--- src/sha_pkg.sv ---
`default_nettype none
package sha_pkg;

  typedef enum logic [2:0] {
    ST_IDLE,
    ST_LOAD,
    ST_ROUND,
    ST_ADD,
    ST_PAD,
    ST_OUT
  } state_e;

  function automatic logic [31:0] round_k(input logic [5:0] idx);
    logic [31:0] k;
    unique case (idx)
      6'd0: k = 32'h428a2f98; 6'd1: k = 32'h71374491; 6'd2: k = 32'hb5c0fbcf;
      6'd3: k = 32'he9b5dba5; 6'd4: k = 32'h3956c25b; 6'd5: k = 32'h59f111f1;
      6'd6: k = 32'h923f82a4; 6'd7: k = 32'hab1c5ed5; 6'd8: k = 32'hd807aa98;
      6'd9: k = 32'h12835b01; 6'd10: k = 32'h243185be; 6'd11: k = 32'h550c7dc3;
      6'd12: k = 32'h72be5d74; 6'd13: k = 32'h80deb1fe; 6'd14: k = 32'h9bdc06a7;
      6'd15: k = 32'hc19bf174; 6'd16: k = 32'he49b69c1; 6'd17: k = 32'hefbe4786;
      6'd18: k = 32'h0fc19dc6; 6'd19: k = 32'h240ca1cc; 6'd20: k = 32'h2de92c6f;
      6'd21: k = 32'h4a7484aa; 6'd22: k = 32'h5cb0a9dc; 6'd23: k = 32'h76f988da;
      6'd24: k = 32'h983e5152; 6'd25: k = 32'ha831c66d; 6'd26: k = 32'hb00327c8;
      6'd27: k = 32'hbf597fc7; 6'd28: k = 32'hc6e00bf3; 6'd29: k = 32'hd5a79147;
      6'd30: k = 32'h06ca6351; 6'd31: k = 32'h14292967; 6'd32: k = 32'h27b70a85;
      6'd33: k = 32'h2e1b2138; 6'd34: k = 32'h4d2c6dfc; 6'd35: k = 32'h53380d13;
      6'd36: k = 32'h650a7354; 6'd37: k = 32'h766a0abb; 6'd38: k = 32'h81c2c92e;
      6'd39: k = 32'h92722c85; 6'd40: k = 32'ha2bfe8a1; 6'd41: k = 32'ha81a664b;
      6'd42: k = 32'hc24b8b70; 6'd43: k = 32'hc76c51a3; 6'd44: k = 32'hd192e819;
      6'd45: k = 32'hd6990624; 6'd46: k = 32'hf40e3585; 6'd47: k = 32'h106aa070;
      6'd48: k = 32'h19a4c116; 6'd49: k = 32'h1e376c08; 6'd50: k = 32'h2748774c;
      6'd51: k = 32'h34b0bcb5; 6'd52: k = 32'h391c0cb3; 6'd53: k = 32'h4ed8aa4a;
      6'd54: k = 32'h5b9cca4f; 6'd55: k = 32'h682e6ff3; 6'd56: k = 32'h748f82ee;
      6'd57: k = 32'h78a5636f; 6'd58: k = 32'h84c87814; 6'd59: k = 32'h8cc70208;
      6'd60: k = 32'h90befffa; 6'd61: k = 32'ha4506ceb; 6'd62: k = 32'hbef9a3f7;
      default: k = 32'hc67178f2;
    endcase
    return k;
  endfunction

  function automatic logic [31:0] init_h(input logic [2:0] idx);
    logic [31:0] h;
    unique case (idx)
      3'd0: h = 32'h6a09e667; 3'd1: h = 32'hbb67ae85;
      3'd2: h = 32'h3c6ef372; 3'd3: h = 32'ha54ff53a;
      3'd4: h = 32'h510e527f; 3'd5: h = 32'h9b05688c;
      3'd6: h = 32'h1f83d9ab; default: h = 32'h5be0cd19;
    endcase
    return h;
  endfunction

  function automatic logic [31:0] ror(input logic [31:0] x, input int n);
    return (x >> n) | (x << (32 - n));
  endfunction

endpackage
`default_nettype wire

--- src/sha_round.sv ---
`default_nettype none
module sha_round (
  input  var logic [255:0] v_i,
  input  var logic [31:0]  k_i,
  input  var logic [31:0]  w_i,
  output var logic [255:0] v_o
);
  logic [31:0] a, b, c, d, e, f, g, h, t1, t2;
  always_comb begin
    {h, g, f, e, d, c, b, a} = v_i;
    t1 = h + (sha_pkg::ror(e, 6) ^ sha_pkg::ror(e, 11) ^ sha_pkg::ror(e, 25))
         + ((e & f) ^ (~e & g)) + k_i + w_i;
    t2 = (sha_pkg::ror(a, 2) ^ sha_pkg::ror(a, 13) ^ sha_pkg::ror(a, 22))
         + ((a & b) ^ (a & c) ^ (b & c));
    v_o = {g, f, e, d + t1, c, b, a, t1 + t2};
  end
endmodule
`default_nettype wire

--- src/sha256_byte_stream_hash_top.sv ---
// SHA-256 over a byte stream.
// Input item on s_axis: tdata = msg_byte; tuser = {end_of_message, byte_present}.
// Output item on m_axis: tdata = digest_word; tuser = {last_word, word_index}.
// Bytes are packed into 16 word memory entries (one write per byte, read
// modify write through a memory with a registered read). A byte that fills
// the block runs the compressor: a load of the 16 words, then 64 rounds (one
// round a cycle, schedule held in a 16-word window), then the add. An
// end-of-message item pads each block in the same memory, compresses
// one or two blocks, then emits eight words H0..H7, the eighth with last set.
// A byte item is accepted and then written; an idle item is only accepted.
// One item is in work at a time; tready is low during the byte write,
// padding, compression and output. A stalled receiver holds the current word.
// Reset restores the initial hash, empties the block and clears the length.
`default_nettype none
module sha256_byte_stream_hash_top (
  input  var logic        clk_i,
  input  var logic        rst_ni,
  input  var logic        s_axis_tvalid,
  output var logic        s_axis_tready,
  input  var logic [7:0]  s_axis_tdata,  // msg_byte
  input  var logic [1:0]  s_axis_tuser,  // end_of_message, byte_present
  output var logic        m_axis_tvalid,
  input  var logic        m_axis_tready,
  output var logic [31:0] m_axis_tdata,  // digest_word
  output var logic [3:0]  m_axis_tuser   // last_word, word_index[2:0]
);
  sha_pkg::state_e st_q, st_d;
  logic [31:0] mem [16];
  logic [31:0] rd_q;
  logic [3:0]  ra, wa;
  logic        we;
  logic [31:0] wd;

  logic [255:0] h_q, h_d, v_q, v_d, v_nx;
  logic [511:0] w_q, w_d;
  logic [5:0]  fill_q, fill_d, cnt_q, cnt_d;
  logic [63:0] bits_q, bits_d, len_q, len_d;
  logic        fin_q, fin_d, two_q, two_d;
  logic        zero_q, zero_d;
  logic [7:0]  byte_q, byte_d;
  logic        pend_q, pend_d;
  logic [2:0]  oi_q, oi_d;
  logic [31:0] wt, wnew, s0, s1, w15, w2;

  always_ff @(posedge clk_i) begin
    if (we) mem[wa] <= wd;
    rd_q <= mem[ra];
  end

  assign w15 = w_q[63:32];
  assign w2  = w_q[479:448];
  assign s0 = sha_pkg::ror(w15, 7) ^ sha_pkg::ror(w15, 18) ^ (w15 >> 3);
  assign s1 = sha_pkg::ror(w2, 17) ^ sha_pkg::ror(w2, 19) ^ (w2 >> 10);
  assign wnew = s1 + w_q[319:288] + s0 + w_q[31:0];
  assign wt = w_q[31:0];

  sha_round u_round (.v_i(v_q), .k_i(sha_pkg::round_k(cnt_q)), .w_i(wt), .v_o(v_nx));

  logic accept;
  assign accept = s_axis_tvalid && s_axis_tready;
  assign s_axis_tready = (st_q == sha_pkg::ST_IDLE) && !pend_q;

  always_comb begin
    unique case (st_q)
      sha_pkg::ST_IDLE: st_d = pend_q ? sha_pkg::ST_IDLE : st_q;
      default: st_d = st_q;
    endcase
    fill_d = fill_q; cnt_d = cnt_q; bits_d = bits_q; len_d = len_q;
    fin_d = fin_q; two_d = two_q; byte_d = byte_q; pend_d = pend_q;
    zero_d = zero_q;
    oi_d = oi_q; h_d = h_q; v_d = v_q; w_d = w_q;
    ra = fill_q[5:2]; wa = fill_q[5:2]; we = 1'b0; wd = rd_q;
    unique case (st_q)
      sha_pkg::ST_IDLE: begin
        if (accept) begin
          byte_d = s_axis_tdata;
          fin_d = s_axis_tuser[1];
          if (s_axis_tuser[0] || s_axis_tuser[1]) pend_d = 1'b1;
          if (!s_axis_tuser[0] && s_axis_tuser[1]) begin
            pend_d = 1'b0; st_d = sha_pkg::ST_PAD;
            len_d = bits_q + {55'd0, fill_q, 3'd0};
            two_d = (fill_q > 6'd55); cnt_d = 6'd0;
          end
        end else if (pend_q) begin
          pend_d = 1'b0;
          we = 1'b1;
          unique case (fill_q[1:0])
            2'd0: wd = {byte_q, 24'd0};
            2'd1: wd = {rd_q[31:24], byte_q, 16'd0};
            2'd2: wd = {rd_q[31:16], byte_q, 8'd0};
            default: wd = {rd_q[31:8], byte_q};
          endcase
          fill_d = fill_q + 6'd1;
          if (fill_q == 6'd63) begin
            bits_d = bits_q + 64'd512;
            cnt_d = 6'd0; st_d = sha_pkg::ST_LOAD; ra = 4'd0;
            len_d = bits_q + 64'd512; two_d = 1'b0;
          end else if (fin_q) begin
            st_d = sha_pkg::ST_PAD; cnt_d = 6'd0;
            len_d = bits_q + {55'd0, fill_q + 6'd1, 3'd0};
            two_d = (fill_q + 6'd1 > 6'd55);
          end
        end
      end
      sha_pkg::ST_PAD: begin
        // cnt: word index 0..15 through the block; fill bytes before pos kept
        ra = cnt_q[3:0]; wa = cnt_q[3:0];
        if (cnt_q[5:4] == 2'd0) begin
          cnt_d = cnt_q + 6'd16;
        end else begin
          we = 1'b1;
          if (zero_q) wd = 32'd0;
          else if ({cnt_q[3:0], 2'd0} + 6'd3 < fill_q) wd = rd_q;
          else if ({cnt_q[3:0], 2'd0} > fill_q) wd = 32'd0;
          else unique case (fill_q[1:0])
            2'd0: wd = 32'h8000_0000;
            2'd1: wd = {rd_q[31:24], 24'h800000};
            2'd2: wd = {rd_q[31:16], 16'h8000};
            default: wd = {rd_q[31:8], 8'h80};
          endcase
          if (!two_q && cnt_q[3:0] == 4'd14) wd = len_q[63:32];
          if (!two_q && cnt_q[3:0] == 4'd15) wd = len_q[31:0];
          if (cnt_q[3:0] == 4'd15) begin
            cnt_d = 6'd0; st_d = sha_pkg::ST_LOAD; ra = 4'd0;
            zero_d = 1'b0;
          end else begin
            cnt_d = {2'b00, cnt_q[3:0] + 4'd1}; ra = cnt_q[3:0] + 4'd1;
            cnt_d = cnt_d + 6'd16;
          end
        end
      end
      sha_pkg::ST_LOAD: begin
        ra = cnt_q[3:0] + 4'd1;
        w_d = {rd_q, w_q[511:32]};
        if (cnt_q == 6'd15) begin
          cnt_d = 6'd0; v_d = h_q; st_d = sha_pkg::ST_ROUND;
        end else cnt_d = cnt_q + 6'd1;
      end
      sha_pkg::ST_ROUND: begin
        v_d = v_nx;
        w_d = {wnew, w_q[511:32]};
        cnt_d = cnt_q + 6'd1;
        if (cnt_q == 6'd63) st_d = sha_pkg::ST_ADD;
      end
      sha_pkg::ST_ADD: begin
        for (int i = 0; i < 8; i++) h_d[32*i +: 32] = h_q[32*i +: 32] + v_q[32*i +: 32];
        cnt_d = 6'd0;
        if (!fin_q) begin
          fill_d = 6'd0; st_d = sha_pkg::ST_IDLE;
        end else if (two_q) begin
          two_d = 1'b0; fill_d = 6'd0; st_d = sha_pkg::ST_PAD;
          zero_d = 1'b1;
          len_d = len_q;
        end else begin
          oi_d = 3'd0; st_d = sha_pkg::ST_OUT;
        end
      end
      default: begin
        if (m_axis_tready) begin
          oi_d = oi_q + 3'd1;
          if (oi_q == 3'd7) begin
            st_d = sha_pkg::ST_IDLE; fin_d = 1'b0;
            fill_d = 6'd0; bits_d = 64'd0;
            for (int i = 0; i < 8; i++) h_d[32*i +: 32] = sha_pkg::init_h(3'(i));
          end
        end
      end
    endcase
  end

  // A full block that also ends the message: after compressing, pad an
  // empty block (fill 0) with the length.
  logic fullfin_q, fullfin_d;
  always_comb begin
    fullfin_d = fullfin_q;
    if (st_q == sha_pkg::ST_IDLE && !accept && pend_q && fill_q == 6'd63)
      fullfin_d = fin_q;
    else if (st_q == sha_pkg::ST_ADD) fullfin_d = 1'b0;
  end

  logic [5:0]  fill_n;
  logic        two_n;
  logic        fin_n;
  sha_pkg::state_e st_n;
  always_comb begin
    st_n = st_d; fill_n = fill_d; two_n = two_d; fin_n = fin_d;
    if (st_q == sha_pkg::ST_ADD && fullfin_q) begin
      st_n = sha_pkg::ST_PAD; fill_n = 6'd0; two_n = 1'b0;
    end
  end

  always_ff @(posedge clk_i or negedge rst_ni) begin
    if (!rst_ni) begin
      st_q <= sha_pkg::ST_IDLE; fill_q <= '0; cnt_q <= '0; bits_q <= '0;
      fin_q <= 1'b0; two_q <= 1'b0; pend_q <= 1'b0; oi_q <= '0; fullfin_q <= 1'b0;
      zero_q <= 1'b0;
      for (int i = 0; i < 8; i++) h_q[32*i +: 32] <= sha_pkg::init_h(3'(i));
    end else begin
      st_q <= st_n; fill_q <= fill_n; cnt_q <= cnt_d; bits_q <= bits_d;
      fin_q <= fin_n; two_q <= two_n; pend_q <= pend_d; oi_q <= oi_d;
      fullfin_q <= fullfin_d; h_q <= h_d; zero_q <= zero_d;
    end
  end

  always_ff @(posedge clk_i) begin
    v_q <= v_d; w_q <= w_d; len_q <= len_d; byte_q <= byte_d;
  end

  assign m_axis_tvalid = (st_q == sha_pkg::ST_OUT);
  assign m_axis_tdata  = h_q[32*oi_q +: 32];
  assign m_axis_tuser  = {oi_q == 3'd7, oi_q};

  a_hold: assert property (@(posedge clk_i) disable iff (!rst_ni)
    m_axis_tvalid && !m_axis_tready |=> $stable(m_axis_tdata))
    else $error("digest word changed under stall");
  a_busy: assert property (@(posedge clk_i) disable iff (!rst_ni)
    (st_q == sha_pkg::ST_ROUND) |-> !s_axis_tready)
    else $error("input taken during compression");
  a_last: assert property (@(posedge clk_i) disable iff (!rst_ni)
    m_axis_tvalid && m_axis_tready && m_axis_tuser[3] |=> !m_axis_tvalid)
    else $error("output after last word");
endmodule
`default_nettype wire

--- config.mk ---
export PLATFORM = sky130hd
export DESIGN_NAME = sha256_byte_stream_hash_top
export DESIGN_NICKNAME = d
export VERILOG_FILES = /design/src/sha_pkg.sv /design/src/sha_round.sv /design/src/sha256_byte_stream_hash_top.sv
export SDC_FILE = /design/constraint.sdc
export NUM_CORES = 2
export LEC_CHECK = 0
export BUFFER_PORTS_ARGS = -buffer_cell sky130_fd_sc_hd__buf_2
export CORE_MARGIN = 1.5
export CORE_UTILIZATION = 60
export DETAILED_ROUTE_END_ITERATION = 10
export HOLD_SLACK_MARGIN = 0.15
export PLACE_DENSITY = 0.76
export SYNTH_ARGS = -nofsm -noshare
export SYNTH_HDL_FRONTEND = slang
export SYNTH_HIERARCHICAL = 1
export SYNTH_SLANG_ARGS = --single-unit
--- constraint.sdc ---
create_clock -name clk_i -period 34.8 [get_ports clk_i]
set_input_delay 3.48 -clock clk_i [delete_from_list [all_inputs] [get_ports clk_i]]
set_output_delay 3.48 -clock clk_i [all_outputs]
set_load 0.005 [all_outputs]
==> results.md <==
- Port-buffer cells: just over 50
- Mapped Nets: between 9000 and 10000
- Die height: slightly above 400 µm
- Multi-input logic area: 44000 µm²
- Max cap viols: 0
- Initial antenna violation count: 8
- Reg2Reg Depth: 40
- Syn_area_per_cell: approximately 11 µm²
- CP arrival: approximately 11 ns
- Fillers: between 10000 and 15000
- First-pass GRT wire length: about 450000 µm
- Final instance area: 105000 µm²
- Hold Slack: ~0.41 ns
- Clock Skew: 0.0456 ns
- Slew of the pin with the lowest slew margin: 1.30 ns
- Async set-or-reset flop fraction in the synthesized netlist: 0.195
- Clock slew at reported path FFs: roughly 0.060 ns
- Unrepaired setup endpoints after global routing: no
- Max_slew headroom: 0.126
- Outcome: completed
- Most frequent cells in the layout: 1390 x nand2_1, 1349 x edfxtp_1, 615 x a21oi_1
- Hold Vio Cnt, Final: 0
- Final period utilization: 0.299
- Post-Route Utilization: 0.647
- Post-layout minimum cycle time: approximately 10 ns
- Placeable core area: between 150000 and 200000 µm²
- Most common cell after layout, fill and taps aside: nand2_1
- Vias per cell: ~6.4
- TritonCTS Buffers: about 180
- Largest net degree at the start of global routing: ~190
- CP most frequent cell: a21oi_1
- CTS Hold Bufs: 0
- Total clock sinks: approximately 1700
- Slowest CP cell: fa_1
- Reg-to-reg endpoint: v_q[30]
- CTS root buf: clkbuf_16
- Placed cell areas: ~99000 µm²
- Final wirelength: approximately 300000 µm
- Top FF cell, synth: edfxtp_1
- GR Overflow Total: 0
- Total Neg Setup Slack: 0 ns
- Drt pass-1 iters: 6
- Pwr Density: 39.3 nW/µm²
- Post-CTS sizing: 0
- H-tree depth: 4
- CP Capture Type: flip-flop
- Hold wc startpoint: w_q[220]
- Max clock buf depth: 3
- DP HPWL: 211000 µm
- Highest ir drop seen on vdd: 0.0516 mV
- Antenna Violating Nets Remaining: 0
- CP startpoint kind: flip-flop
- Worst r2r src: cnt_q[0]
- Synth warn: 6
- Layout Nets: between 9000 and 10000
- Vias: about 70000
- Max Freq: 96.1 MHz
- Yosys reg bits: 1715
- HP Class: flip-flop to flip-flop
- Gpl congestion: between 0.9 and 1
- Syn-to-layout area delta: 7.18%
- Worst-Skew Late Latency: approximately 0.85 ns
- WS Path Type: flip-flop to flip-flop
- Synth cell types: around 110
- GR Util All Layers: 0.360
- Mapped Cells: 9155
- P_leak: roughly 40 nW
- Seq. cell area: ~50000 µm²
- # rows: approximately 150
- Die area: 166000 µm²
- Die width: a little over 400 µm
- Sequential fraction of the synthesis area: 0.506
- Hold Path End: w_q[188]
- Cell Area, Synth: 98200 µm²
- I/O Pins: 52
- TritonCTS clock tree: yes
- Number of setup buffers added after CTS: 0
- Critical Path RT: approximately 35 ns
- Critical-path maximum fanout: 38
- Starting Density: 0.604
- Max-slew violation count: 0
- Total power: about 4.1 mW
- Initial DRC count: ~8900
- R2R Setup Slk: 24.40 ns
- Wirelength per Cell: 26.9 µm
- Worst hold path depth: 0
- Drt drc: 0
- Endpoints failing setup: 0
- Vias in the first global route: between 60000 and 70000
- Max incr delay on CP: 0.51 ns
- Ratio of cells with drive above 1 in the final layout: 0.0875
- Post-synth EDFFs: between 1000 and 1500
-- metrics by stage --
step | setup WS [ns] | instances
final | 24.40 | 11200
after global routing | 23.77 | 11200
after CTS | 24.53 | 11200
after detailed placement | 24.60 | 10900
after global placement | 24.52 | 10900
after floorplan | 7.90 | 9155
-- how the worst max path moves through the flow --
stage,slack [ns],from,to,depth (start not counted)
finish,24.40,cnt_q[0],v_q[30],40
global route,23.77,cnt_q[0],v_q[30],40
CTS,24.53,cnt_q[0],v_q[30],40
detailed placement,24.60,cnt_q[0],v_q[30],40
global placement,24.52,cnt_q[0],v_q[30],40
floorplan,7.90,st_q[2],w_q[0],3
-- metal layers --
metal  up-vias  wire (µm)  GRT usage
met5         -         27          0
met4         4      17600      0.189
met3       709      27000     0.0612
met2      3682     136000      0.548
met1     35400     122000      0.497
li1      32300          -          -
-- registers in the layout (all words and copies together) (netlist names), 3 cells and up --
signal / count
h_q: 256
fill_q: 6
oi_q: 3
cnt_q: 6
v_q: 256
w_q: 512
st_q: 3
mem: 512
rd_q: 32
bits_q: 55
byte_q: 8
len_q: 61
-- power breakdown --
group | leakage, nW | switching, mW | internal (mW)
Clock | 2.85 | 0.838 | 1.10
Combinational | 21.3 | 0.0104 | 0.00173
Sequential | 15.9 | 0 | 2.19
-- cells by family after synthesis --
kind of cell | count (synthesis) | share of synthesized area
buffers and inverters | 1056 | 0.0490
muxes | 212 | 0.0312
xor gates and xnor gates | 649 | 0.0580
adders and majority gates | 605 | 0.0919
AOI/OAI and AO/OA | 2252 | 0.144
DFF | 1715 | 0.506
other | 1 | 0.0000382
and+or+nand+nor | 2665 | 0.120
-- layout make-up --
type | count | area share
tap | 2175 | 0.0259
sequential | 1715 | 0.472
clock buffer | 252 | 0.0463
timing repair buffer | 170 | 0.0115
antenna | 8 | 0.000190
clock inverter | 78 | 0.00996
inverter | 462 | 0.0165
multi-input combinational | 6384 | 0.418
-- cell usage after synthesis, types with 136 or more instances --
cell type | number | area share
a211oi_1 | 276 | 0.021
a21o_1 | 198 | 0.015
a21oi_1 | 618 | 0.031
buf_4 | 197 | 0.015
clkbuf_1 | 314 | 0.012
dfrtp_1 | 198 | 0.050
dfstp_2 | 136 | 0.036
edfxtp_1 | 1349 | 0.41
fa_1 | 195 | 0.040
ha_1 | 408 | 0.052
inv_1 | 458 | 0.018
nand2_1 | 1393 | 0.053
nand3_1 | 204 | 0.010
nor2_1 | 441 | 0.017
nor2b_1 | 177 | 0.011
nor3_1 | 137 | 0.0070
o21ai_0 | 573 | 0.029
xnor2_1 | 385 | 0.034
xor2_1 | 263 | 0.023
-- worst max-delay path: cells and delay by family, from the launching register on --
| family | cells | cell delay, ns |
|---|---|---|
| adder cells (fa/ha/maj) | 8 | 3.21 |
| buffers and inverters | 7 | 1.23 |
| AND/OR/NAND/NOR | 7 | 1.04 |
| flip-flops | 1 | 0.32 |
| AO/OA/AOI/OAI | 17 | 4.25 |
| XOR/XNOR | 1 | 0.09 |
(Power assumes the default switching activity.)
